`config.mk`:
```
export PLATFORM = sky130hd
export DESIGN_NAME = nimh_charge_duty_controller
export DESIGN_NICKNAME = d
export VERILOG_FILES = /design/src/hw/rtl/nimhcd_pkg.sv /design/src/hw/rtl/nimh_charge_duty_controller.sv
export VERILOG_INCLUDE_DIRS = /design/src /design/src/hw/rtl
export SDC_FILE = /design/constraint.sdc
export NUM_CORES = 1
export LEC_CHECK = 0
export ABC_AREA = 0
export ABC_CLOCK_PERIOD_IN_PS = 3900
export BUFFER_PORTS_ARGS = -buffer_cell sky130_fd_sc_hd__buf_2
export CAP_MARGIN = 20
export CORE_ASPECT_RATIO = 1.4
export CORE_UTILIZATION = 50
export DETAILED_ROUTE_END_ITERATION = 8
export PLACE_DENSITY = 0.76
export SYNTH_ARGS = -nofsm -noshare
export SYNTH_HDL_FRONTEND = slang
export SYNTH_SLANG_ARGS = --single-unit
```
`constraint.sdc`:
```
create_clock -name clk -period 3.9 [get_ports clk]
set_input_delay 0.195 -clock clk [delete_from_list [all_inputs] [get_ports clk]]
set_output_delay 0.195 -clock clk [all_outputs]
set_load 0.02 [all_outputs]
```
`src/hw/rtl/nimh_charge_duty_controller_macros.svh`:
```
// Assertion macros for the NiMH charge duty controller.
// Depends on nothing; the asserting module supplies clk and rst_n by those names.
`ifndef NIMH_CHARGE_DUTY_CONTROLLER_MACROS_SVH
`define NIMH_CHARGE_DUTY_CONTROLLER_MACROS_SVH
`ifndef SYNTHESIS
// Same-cycle implication, disabled during reset.
`define NCD_ASSERT_NOW(label, cond, prop) \
    label: assert property (@(posedge clk) disable iff (!rst_n) (cond) |-> (prop)) \
        else $error("nimh_charge_duty_controller: same-cycle check failed");
// Next-cycle implication, disabled during reset.
`define NCD_ASSERT_NEXT(label, cond, prop) \
    label: assert property (@(posedge clk) disable iff (!rst_n) (cond) |=> (prop)) \
        else $error("nimh_charge_duty_controller: next-cycle check failed");
`else
`define NCD_ASSERT_NOW(label, cond, prop)
`define NCD_ASSERT_NEXT(label, cond, prop)
`endif
`endif

```
`src/hw/rtl/nimhcd_pkg.sv`:
```
// Package for the NiMH charge duty controller: field widths, register
// reset values, register index codes and run status codes. No dependencies.
`default_nettype none
package nimhcd_pkg;

    // Fixed field widths.
    localparam int DUTY_W     = 10;
    localparam int THR_W      = 10;
    localparam int NUM_W      = 18;
    localparam int LIMIT_W    = 8;
    localparam int BYTE_W     = 8;
    localparam int STATUS_W   = 2;
    localparam int CFG_IDX_W  = 3;
    localparam int CFG_DATA_W = 18;

    // Saturation value of the duty.
    localparam logic [DUTY_W-1:0] DUTY_MAX = 10'd1023;

    // Register reset values.
    localparam logic [THR_W-1:0]   LOW_THR_RST   = 10'd155;
    localparam logic [THR_W-1:0]   HIGH_THR_RST  = 10'd372;
    localparam logic [THR_W-1:0]   MAX_THR_RST   = 10'd403;
    localparam logic [NUM_W-1:0]   TRICKLE_RST   = 18'd7905;
    localparam logic [NUM_W-1:0]   NORMAL_RST    = 18'd79050;
    localparam logic [LIMIT_W-1:0] MIN_LIMIT_RST = 8'd120;

    // Configuration register indexes.
    typedef enum logic [CFG_IDX_W-1:0] {
        CFG_LOW_THR   = 3'd0,
        CFG_HIGH_THR  = 3'd1,
        CFG_MAX_THR   = 3'd2,
        CFG_TRICKLE   = 3'd3,
        CFG_NORMAL    = 3'd4,
        CFG_MIN_LIMIT = 3'd5
    } cfg_reg_t;

    // Run status codes.
    typedef enum logic [STATUS_W-1:0] {
        RUN_CHARGING = 2'd0,
        RUN_STOPPED  = 2'd1,
        RUN_LIMIT    = 2'd2
    } run_status_t;

endpackage
`default_nettype wire

```
`src/hw/rtl/nimh_charge_duty_controller.sv`:
```
// NiMH charge duty controller top level: threshold decision, bit-serial
// restoring divider and output register. Depends on nimhcd_pkg and the macros header.
// A sample that needs a duty quotient passes through the divider, one quotient
// bit per cycle over 18 bits, then the load state, then the output register.
// New samples are stalled until the item is in the output register, which can be
// held by out_stall; LED ticks and samples without a division skip the divider.
// Reset (rst_n low, asynchronous) restores the register defaults, clears duty,
// stage, LED, minute count and status, and empties the output register.
`default_nettype none
`include "nimh_charge_duty_controller_macros.svh"

module nimh_charge_duty_controller
    import nimhcd_pkg::*;
#(
    parameter int SAMPLE_BITS = 10
)
(
    input  wire logic                   clk,
    input  wire logic                   rst_n,
    // Configuration write channel.
    input  wire logic                   cfg_valid,
    output logic                        cfg_ready,
    input  wire logic [CFG_IDX_W-1:0]   cfg_index,
    input  wire logic [CFG_DATA_W-1:0]  cfg_data,
    // Input channel.
    input  wire logic                   in_valid,
    output logic                        in_stall,
    input  wire logic                   cmd,
    input  wire logic [SAMPLE_BITS-1:0] sample,
    // Output channel.
    output logic                        out_valid,
    input  wire logic                   out_stall,
    output logic [DUTY_W-1:0]           duty,
    output logic [BYTE_W-1:0]           duty_high_byte,
    output logic [BYTE_W-1:0]           duty_low_byte,
    output logic                        charge_stage,
    output logic                        led_on,
    output logic [STATUS_W-1:0]         run_status,
    output logic [LIMIT_W-1:0]          minutes_done
);

    localparam int CMP_W = (SAMPLE_BITS > THR_W) ? SAMPLE_BITS : THR_W;
    localparam int CNT_W = $clog2(NUM_W);
    localparam logic [CNT_W-1:0] CNT_LAST = CNT_W'(NUM_W - 1);

    typedef enum logic [1:0] {
        ST_IDLE,
        ST_DIV,
        ST_LOAD
    } state_t;

    // Configuration registers.
    logic [THR_W-1:0]   low_thr_reg, low_thr_next;
    logic [THR_W-1:0]   high_thr_reg, high_thr_next;
    logic [THR_W-1:0]   max_thr_reg, max_thr_next;
    logic [NUM_W-1:0]   trickle_reg, trickle_next;
    logic [NUM_W-1:0]   normal_reg, normal_next;
    logic [LIMIT_W-1:0] min_limit_reg, min_limit_next;

    // Charge state.
    state_t             state_reg, state_next;
    logic [DUTY_W-1:0]  duty_reg, duty_next;
    logic [SAMPLE_BITS-1:0] prev_sample_reg, prev_sample_next;
    logic               stage_reg, stage_next;
    logic               led_reg, led_next;
    logic [LIMIT_W-1:0] minute_count_reg, minute_count_next;
    run_status_t        status_reg, status_next;

    // Divider.
    logic [NUM_W-1:0]       quo_reg, quo_next;
    logic [SAMPLE_BITS-1:0] rem_reg, rem_next;
    logic [SAMPLE_BITS-1:0] dvs_reg, dvs_next;
    logic [CNT_W-1:0]       cnt_reg, cnt_next;

    // Output register.
    logic               out_valid_reg, out_valid_next;
    logic [DUTY_W-1:0]  duty_out_reg, duty_out_next;
    logic               stage_out_reg, stage_out_next;
    logic               led_out_reg, led_out_next;
    run_status_t        status_out_reg, status_out_next;
    logic [LIMIT_W-1:0] minutes_out_reg, minutes_out_next;

    // Combinational helpers.
    logic                   in_accept;
    logic                   out_load;
    logic [CMP_W-1:0]       samp_ext;
    logic [SAMPLE_BITS-1:0] divisor;
    logic [SAMPLE_BITS:0]   shifted;
    logic                   quo_bit;
    logic [NUM_W-1:0]       quo_step;
    logic [DUTY_W-1:0]      quo_sat;

    assign cfg_ready = 1'b1;
    assign in_stall  = (state_reg != ST_IDLE);
    assign in_accept = in_valid && !in_stall;
    assign samp_ext  = CMP_W'(sample);
    // The divisor full scale minus sample is the bitwise complement of the sample.
    assign divisor   = ~sample;
    // In the load state, the output register takes a new item when it is empty or being emptied.
    assign out_load  = (state_reg == ST_LOAD) && (!out_valid_reg || !out_stall);

    // One restoring division step: shift in the next dividend bit and subtract if it fits.
    always_comb
    begin
        shifted  = {rem_reg, quo_reg[NUM_W-1]};
        quo_bit  = (shifted >= {1'b0, dvs_reg});
        quo_step = {quo_reg[NUM_W-2:0], quo_bit};
        if (|quo_step[NUM_W-1:DUTY_W])
        begin
            quo_sat = DUTY_MAX;
        end
        else
        begin
            quo_sat = quo_step[DUTY_W-1:0];
        end
    end

    // Next-state logic for configuration, charge state, divider and output register.
    always_comb
    begin
        low_thr_next      = low_thr_reg;
        high_thr_next     = high_thr_reg;
        max_thr_next      = max_thr_reg;
        trickle_next      = trickle_reg;
        normal_next       = normal_reg;
        min_limit_next    = min_limit_reg;
        state_next        = state_reg;
        duty_next         = duty_reg;
        prev_sample_next  = prev_sample_reg;
        stage_next        = stage_reg;
        led_next          = led_reg;
        minute_count_next = minute_count_reg;
        status_next       = status_reg;
        quo_next          = quo_reg;
        rem_next          = rem_reg;
        dvs_next          = dvs_reg;
        cnt_next          = cnt_reg;
        out_valid_next    = out_valid_reg && out_stall;
        duty_out_next     = duty_out_reg;
        stage_out_next    = stage_out_reg;
        led_out_next      = led_out_reg;
        status_out_next   = status_out_reg;
        minutes_out_next  = minutes_out_reg;

        // Register writes; indexes past the list are ignored.
        if (cfg_valid && cfg_ready)
        begin
            case (cfg_reg_t'(cfg_index))
                CFG_LOW_THR:   low_thr_next   = cfg_data[THR_W-1:0];
                CFG_HIGH_THR:  high_thr_next  = cfg_data[THR_W-1:0];
                CFG_MAX_THR:   max_thr_next   = cfg_data[THR_W-1:0];
                CFG_TRICKLE:   trickle_next   = cfg_data[NUM_W-1:0];
                CFG_NORMAL:    normal_next    = cfg_data[NUM_W-1:0];
                CFG_MIN_LIMIT: min_limit_next = cfg_data[LIMIT_W-1:0];
                default:       ;
            endcase
        end

        case (state_reg)
            ST_IDLE:
            begin
                if (in_accept)
                begin
                    // Most items go straight to the output register.
                    state_next = ST_LOAD;
                    if (status_reg != RUN_CHARGING)
                    begin
                        // Frozen: the held state is repeated.
                    end
                    else if (cmd)
                    begin
                        led_next = ~led_reg | stage_reg;
                    end
                    else if (minute_count_reg >= min_limit_reg)
                    begin
                        status_next = RUN_LIMIT;
                    end
                    else if (samp_ext <= CMP_W'(low_thr_reg))
                    begin
                        // Trickle band.
                        stage_next        = 1'b0;
                        prev_sample_next  = sample;
                        minute_count_next = minute_count_reg + 1'b1;
                        if (divisor == '0)
                        begin
                            duty_next = DUTY_MAX;
                        end
                        else
                        begin
                            quo_next   = trickle_reg;
                            rem_next   = '0;
                            dvs_next   = divisor;
                            cnt_next   = CNT_LAST;
                            state_next = ST_DIV;
                        end
                    end
                    else if (samp_ext <= CMP_W'(high_thr_reg))
                    begin
                        // Normal band; an unchanged sample means the cell is full.
                        stage_next = 1'b1;
                        if (sample == prev_sample_reg)
                        begin
                            duty_next   = '0;
                            led_next    = 1'b0;
                            status_next = RUN_STOPPED;
                        end
                        else
                        begin
                            prev_sample_next  = sample;
                            minute_count_next = minute_count_reg + 1'b1;
                            if (divisor == '0)
                            begin
                                duty_next = DUTY_MAX;
                            end
                            else
                            begin
                                quo_next   = normal_reg;
                                rem_next   = '0;
                                dvs_next   = divisor;
                                cnt_next   = CNT_LAST;
                                state_next = ST_DIV;
                            end
                        end
                    end
                    else if (samp_ext <= CMP_W'(max_thr_reg))
                    begin
                        // Stop band.
                        duty_next   = '0;
                        led_next    = 1'b0;
                        status_next = RUN_STOPPED;
                    end
                    else
                    begin
                        // Above max: duty and stage held, the minute still counts.
                        prev_sample_next  = sample;
                        minute_count_next = minute_count_reg + 1'b1;
                    end
                end
            end
            ST_DIV:
            begin
                quo_next = quo_step;
                if (quo_bit)
                begin
                    rem_next = SAMPLE_BITS'(shifted - {1'b0, dvs_reg});
                end
                else
                begin
                    rem_next = shifted[SAMPLE_BITS-1:0];
                end
                cnt_next = cnt_reg - 1'b1;
                if (cnt_reg == '0)
                begin
                    duty_next  = quo_sat;
                    state_next = ST_LOAD;
                end
            end
            ST_LOAD:
            begin
                if (out_load)
                begin
                    out_valid_next   = 1'b1;
                    duty_out_next    = duty_reg;
                    stage_out_next   = stage_reg;
                    led_out_next     = led_reg;
                    status_out_next  = status_reg;
                    minutes_out_next = minute_count_reg;
                    state_next       = ST_IDLE;
                end
            end
            default:
            begin
                state_next = ST_IDLE;
            end
        endcase
    end

    // State and registered outputs.
    always_ff @(posedge clk or negedge rst_n)
    begin
        if (!rst_n)
        begin
            low_thr_reg      <= LOW_THR_RST;
            high_thr_reg     <= HIGH_THR_RST;
            max_thr_reg      <= MAX_THR_RST;
            trickle_reg      <= TRICKLE_RST;
            normal_reg       <= NORMAL_RST;
            min_limit_reg    <= MIN_LIMIT_RST;
            state_reg        <= ST_IDLE;
            duty_reg         <= '0;
            prev_sample_reg  <= '0;
            stage_reg        <= 1'b0;
            led_reg          <= 1'b0;
            minute_count_reg <= '0;
            status_reg       <= RUN_CHARGING;
            cnt_reg          <= '0;
            out_valid_reg    <= 1'b0;
        end
        else
        begin
            low_thr_reg      <= low_thr_next;
            high_thr_reg     <= high_thr_next;
            max_thr_reg      <= max_thr_next;
            trickle_reg      <= trickle_next;
            normal_reg       <= normal_next;
            min_limit_reg    <= min_limit_next;
            state_reg        <= state_next;
            duty_reg         <= duty_next;
            prev_sample_reg  <= prev_sample_next;
            stage_reg        <= stage_next;
            led_reg          <= led_next;
            minute_count_reg <= minute_count_next;
            status_reg       <= status_next;
            cnt_reg          <= cnt_next;
            out_valid_reg    <= out_valid_next;
        end
    end

    // Divider datapath and output payload carry no reset.
    always_ff @(posedge clk)
    begin
        quo_reg         <= quo_next;
        rem_reg         <= rem_next;
        dvs_reg         <= dvs_next;
        duty_out_reg    <= duty_out_next;
        stage_out_reg   <= stage_out_next;
        led_out_reg     <= led_out_next;
        status_out_reg  <= status_out_next;
        minutes_out_reg <= minutes_out_next;
    end

    // Output ports.
    assign out_valid      = out_valid_reg;
    assign duty           = duty_out_reg;
    assign duty_high_byte = duty_out_reg[DUTY_W-1:2];
    assign duty_low_byte  = {duty_out_reg[1:0], {(BYTE_W-2){1'b0}}};
    assign charge_stage   = stage_out_reg;
    assign led_on         = led_out_reg;
    assign run_status     = status_out_reg;
    assign minutes_done   = minutes_out_reg;

    // The last division step always hands over to the output load.
    `NCD_ASSERT_NEXT(a_div_ends, (state_reg == ST_DIV) && (cnt_reg == '0), state_reg == ST_LOAD)
    // The partial remainder stays below the divisor throughout the division.
    `NCD_ASSERT_NOW(a_rem_below_dvs, state_reg == ST_DIV, rem_reg < dvs_reg)
    // A new item appears on the output only from the load state.
    `NCD_ASSERT_NOW(a_out_from_load, $rose(out_valid_reg), $past(state_reg) == ST_LOAD)
    // Once stopped or timed out, the status never changes again.
    `NCD_ASSERT_NEXT(a_frozen, status_reg != RUN_CHARGING, $stable(status_reg))
    // The minute count changes only while idle, when a sample is accepted.
    `NCD_ASSERT_NEXT(a_count_step, state_reg != ST_IDLE, $stable(minute_count_reg))

endmodule
`default_nettype wire
```
# Yosys cells after proc, flatten, opt, wreduce, memory -nomap -nowiden
# Cells that the tools add are included.
[totals] reg_bits=174 input_bits=37 ram_bits=0 output_inout_bits=41 rom_bits=0 latchBits=0 wordCells=176 memories=0
[op_classes] n_lt_le_gt_ge=5 shift=0 reduce_logical=34 mul=0 eq_ne=26 div_mod_pow=0 n_mux=79 addsub=3 bitwise=6
[op_table] cell="10-bit two-way mux" count=28
[op_table] cell="18-bit two-way mux" count=9
[op_table] cell="7-bit AND reduction" count=6
[op_table] cell="5-bit two-way mux" count=8
[op_table] cell="10-bit case mux with 2 select lines" count=2
[op_table] cell="18-bit case mux with 2 select lines" count=1
[op_table] cell="8-bit two-way mux" count=4
[op_table] cell="10-bit <= comparator" count=3
[op_table] cell="2-bit two-way mux" count=15
[op_table] cell="2-bit != test, second input constant" count=11
[op_table] cell="2-bit AND reduction" count=7
[op_table] cell="3-bit != test, second input constant" count=4
[op_table] cell="11-bit by 10-bit >= comparator with 1-bit output" count=1
[op_table] cell="10-bit == test" count=1
[op_table] cell="10-bit logical NOT" count=1
[op_table] cell="1-bit two-way mux" count=10
[op_table] cell="10-bit NOT" count=1
[op_table] cell="5-bit case mux with 2 select lines" count=1
[op_table] cell="10-bit subtractor" count=1
[op_table] cell="8-bit by 1-bit adder with 8-bit output, second input constant" count=1
[op_table] cell="8-bit >= comparator" count=1
[op_table] cell="8-bit AND reduction" count=1
[op_table] cell="2-bit nonzero test" count=4
[op_table] cell="8-bit OR reduction" count=1
[op_table] cell="other kinds (20)" count=31

# Depth between registers and ports, before layout
[logic_depth] word_depth=11 mapped_depth=10 depth_no_buf=10

# Least setup slack after synthesis
# No wires, ideal clock.
[synth_path] path_type="reg-to-reg" start="register high_thr_reg[5]" end="register quo_reg[0], enable pin" required_ps=3527 path_buffers=0 setup_time_ps=373 path_slack_ps=993 path_stages_with_launch=10 synth_period_minus_slack_ps=2907 t_arrival_ps=2534 cell_sequence="dfstp_2 -> inv_1 -> ha_1 -> a21oi_1 -> o21ai_0 -> a2111oi_2 -> o21ai_1 -> a21oi_1 -> o21bai_1 -> inv_1"
[synth_between] elab_chain_cells=3
[synth_rtl] element="from (decl)" line="nimh_charge_duty_controller.sv:54" source="logic [THR_W-1:0] high_thr_reg, high_thr_next;"
[synth_rtl] element="from (signal assigned)" line="nimh_charge_duty_controller.sv:302" source="high_thr_reg <= high_thr_next;"
[synth_rtl] element="10-bit <= comparator" line="nimh_charge_duty_controller.sv:197" source="else if (samp_ext <= CMP_W'(high_thr_reg))"
[synth_rtl] element="3-bit != test (no source line)"
[synth_rtl] element="8-bit AND reduction (no source line)"
[synth_rtl] element="to (signal assigned)" line="nimh_charge_duty_controller.sv:322" source="quo_reg <= quo_next;"
[synth_rtl] element="to (decl)" line="nimh_charge_duty_controller.sv:70" source="logic [NUM_W-1:0] quo_reg, quo_next;"
# Every way passes these cells.
# A chain may end at the register's enable or synchronous reset.

# Final worst setup path
[layout_path] start="register high_thr_reg[5]" end="register quo_reg[2], enable pin"
# The elaborated chain is that of the path after synthesis.

==> impl_results.md <==
- Initial core utilization: 51.4%
- Initial DRC Count: 307
- Yosys reg bits: 174
- Clk slew on worst S/H paths: 70 ps
- WP depth: 9
- Htree depth: 4
- Post-Route Utilization: 58.2%
- Residual DRC: 0
- Largest net degree at the start of global routing: 67
- Share of cells above drive strength 1: 25.8%
- Met3 GRT Util: 4.04%
- Worst min-delay path startpoint: out_stall
- Final Hold Vio Count: 0
- FF/Latch Area: 0.00470 mm^2
- Critical path's top delay family: compound AO/OA/AOI/OAI gates
- Post-synthesis sequential area ratio: 54.4%
- Initial antenna violation count: 0
- WP data required: 3950 ps
- Clock Skew: 10.5 ps
- CP bufs+invs: 2
- Worst reg2reg path endpoint: quo_reg[2]
- R2r startpoint: high_thr_reg[5]
- Gpl congestion: 0.811
- M1 GR Usage: 26.7%
- Grt ovf: 0
- Synth unique cells: 55
- Met2 usage: 36.1%
- Area leader, netlist: dfrtp_1
- Root Buffer: clkbuf_16
- Crit path max-delay cell type: inv_1
- Synth top area share: 22.9%
- Power per cell area: 672 mW/mm^2
- Die Ht: 158 um
- Design area: 0.00978 mm^2
- Leakage: 4.21 nW
- Tot GR Track Use: 21.4%
- Chip Width: 113 um
- Remaining antenna violation count: 0
- Final setup fails: 0
- Hold Path Stages: 3
- Setup CP Type: flop to flop
- Share of flip-flops with an asynchronous set or reset: 65.5%
- First-pass GRT wire length: 29200 um
- Power Total: 6.57 mW
- Core Region: 0.0168 mm^2
- Minimum clock period: 3360 ps
- Startpoint types: flop
- Max_cap viols: 0
- Top post-synthesis cells by area: dfrtp_1 (23%), edfxtp_1 (21%), dfstp_2 (11%)
- Slew headroom: 28.6%
- Ant. Diodes: 0
- Vias in the first global route: 5790
- Syn Area/Cell: 11.4 um^2
- Final worst-path cycle share: 86.1%
- Post-detail-place hpwl: 12600 um
- Post-layout nets: 920
- Max Clk Rate: 298 MHz
- Wire per inst: 16.8 um
- # fillers: 1394
- Worst path cell trace: inv_1, ha_1, a21oi_1, o21ai_0, a2111oi_2, o21ai_1, a21oi_1, o21bai_1, inv_1
- Critical Path Max Stage Delay: 530 ps
- Row cnt: 56
- TNS Setup: 0 ps
- Worst-path fanout max: 18
- Area grow syn2layout: 13.2%
- Flop2flop setup slack: 540 ps
- Die area: 0.0178 mm^2
- Max Slew Vio Count: 0
- Worst Hold Class: input pin to flop
- Clock Latency Late Sink: 430 ps
- Commonest cells post-synth: dfrtp_1 (79), nand2_1 (79), inv_1 (67)
- Via count: 5839
- Postcts setup bufs: 0
- Synth Flop Type: dfrtp_1
- CTS tree: done
- Drt total wl: 17600 um
- Worst-margin pin slew: 1070 ps
- Number of flops mapped to enable cells by yosys: 60
- Netlist Area Pre-Place: 0.00864 mm^2
- Critical path origin: high_thr_reg[5]
- Clock buffer depth: 2
- Crit. End Element: flop
- Post-Layout Cell Count: 1047
- Dpl cell area: 0.00916 mm^2
- Multi-input gate area: 0.00352 mm^2
- Max reg flops: 20
- Placed cells: 1012
- Io pins: 78
- Gate Count Post-Synth: 759
- RSZ-0062 raised after global routing: false
- WHS Endpoint: out_valid
- Data arrival, critical path: 3410 ps
- Peak supply drop: 0.270 mV
- Status: completed
- TritonRoute pass-1 iters: 4
- Number of I/O port buffers: 70
- Busiest layer in global routing: met2
- Clk sink count: 174
- Worst r2r path cells: 9
- Vias per inst: 5.58
- CTS Buf Count: 17
- Synthesis warning total: 0
[logic make-up after synthesis]
kind of cell	after synthesis	share of synthesized area [%]
and+or+nand+nor	175	9.31
DFF	174	54.4
AOI/OAI and AO/OA	155	11.4
buffers and inverters	103	5.35
muxes	76	9.65
adders and majority gates	52	7.62
xor gates and xnor gates	22	2.23
other	2	0.0870
[cell type report]
| type | instances | share of cell area, % |
|---|---|---|
| clock buffer | 22 | 5.18 |
| clock inverter | 10 | 0.883 |
| inverter | 67 | 2.57 |
| multi-input combinational | 487 | 36.0 |
| sequential | 174 | 48.0 |
| tap | 203 | 2.60 |
| timing repair buffer | 84 | 4.73 |
[worst reg2reg max path, cell delays in order (launching register included)]
cell and delay, ps:
dfstp_2 520, inv_1 40, ha_1 310, a21oi_1 160
o21ai_0 130, a2111oi_2 520, o21ai_1 270, a21oi_1 300
o21bai_1 180, inv_1 530
[metrics by stage]
| stage | worst slack, ps | hold WS (ps) |
|---|---|---|
| after global routing | 241 | 10.7 |
| after CTS | 581 | 5.66 |
| after floorplan | 993 | -101 |
| final | 543 | 15.3 |
| after detailed placement | 613 | 344 |
| after global placement | 702 | 339 |
[how the worst max path moves through the flow]
stage,endpoint,slack [ps]
2_1_floorplan,quo_reg[0],990
3_3_place_gp,quo_reg[11],700
3_5_place_dp,quo_reg[12],610
4_1_cts,quo_reg[2],580
5_1_grt,quo_reg[2],240
6_report,quo_reg[2],540
[report_power, final]
part | internal (mW) | switching, mW | leakage [nW] | total [mW]
Sequential | 2.57 | 0.299 | 1.91 | 2.87
Combinational | 0.805 | 1.22 | 2.00 | 2.02
Clock | 0.945 | 0.735 | 0.293 | 1.68
Total | 4.32 | 2.25 | 4.21 | 6.57
[cell usage in the layout, fill, tap and decap left out, types with 18 or more instances in the layout]
cell / netlist / routed
clkbuf_16: 0 / 19
mux2_2: 58 / 58
nand2_1: 79 / 79
o21ai_0: 65 / 65
ha_1: 51 / 51
mux2i_1: 18 / 18
buf_2: 3 / 69
inv_1: 67 / 67
dfrtp_1: 79 / 79
nor2_1: 34 / 33
a21oi_1: 30 / 29
dfstp_2: 35 / 35
edfxtp_1: 60 / 60
[layer usage]
layer	vias up	wire length (um)
met1	2860	7670
met2	113	8860
li1	2832	-
met4	0	503
met5	-	0
met3	34	536
[repair_timing]
action | in CTS | in global routing
hold buffers | 2 | 0
hold endpoints to repair | 49 | 0
gates resized for setup | 0 | 0
No activity file was read; power rests on OpenSTA's default activity.
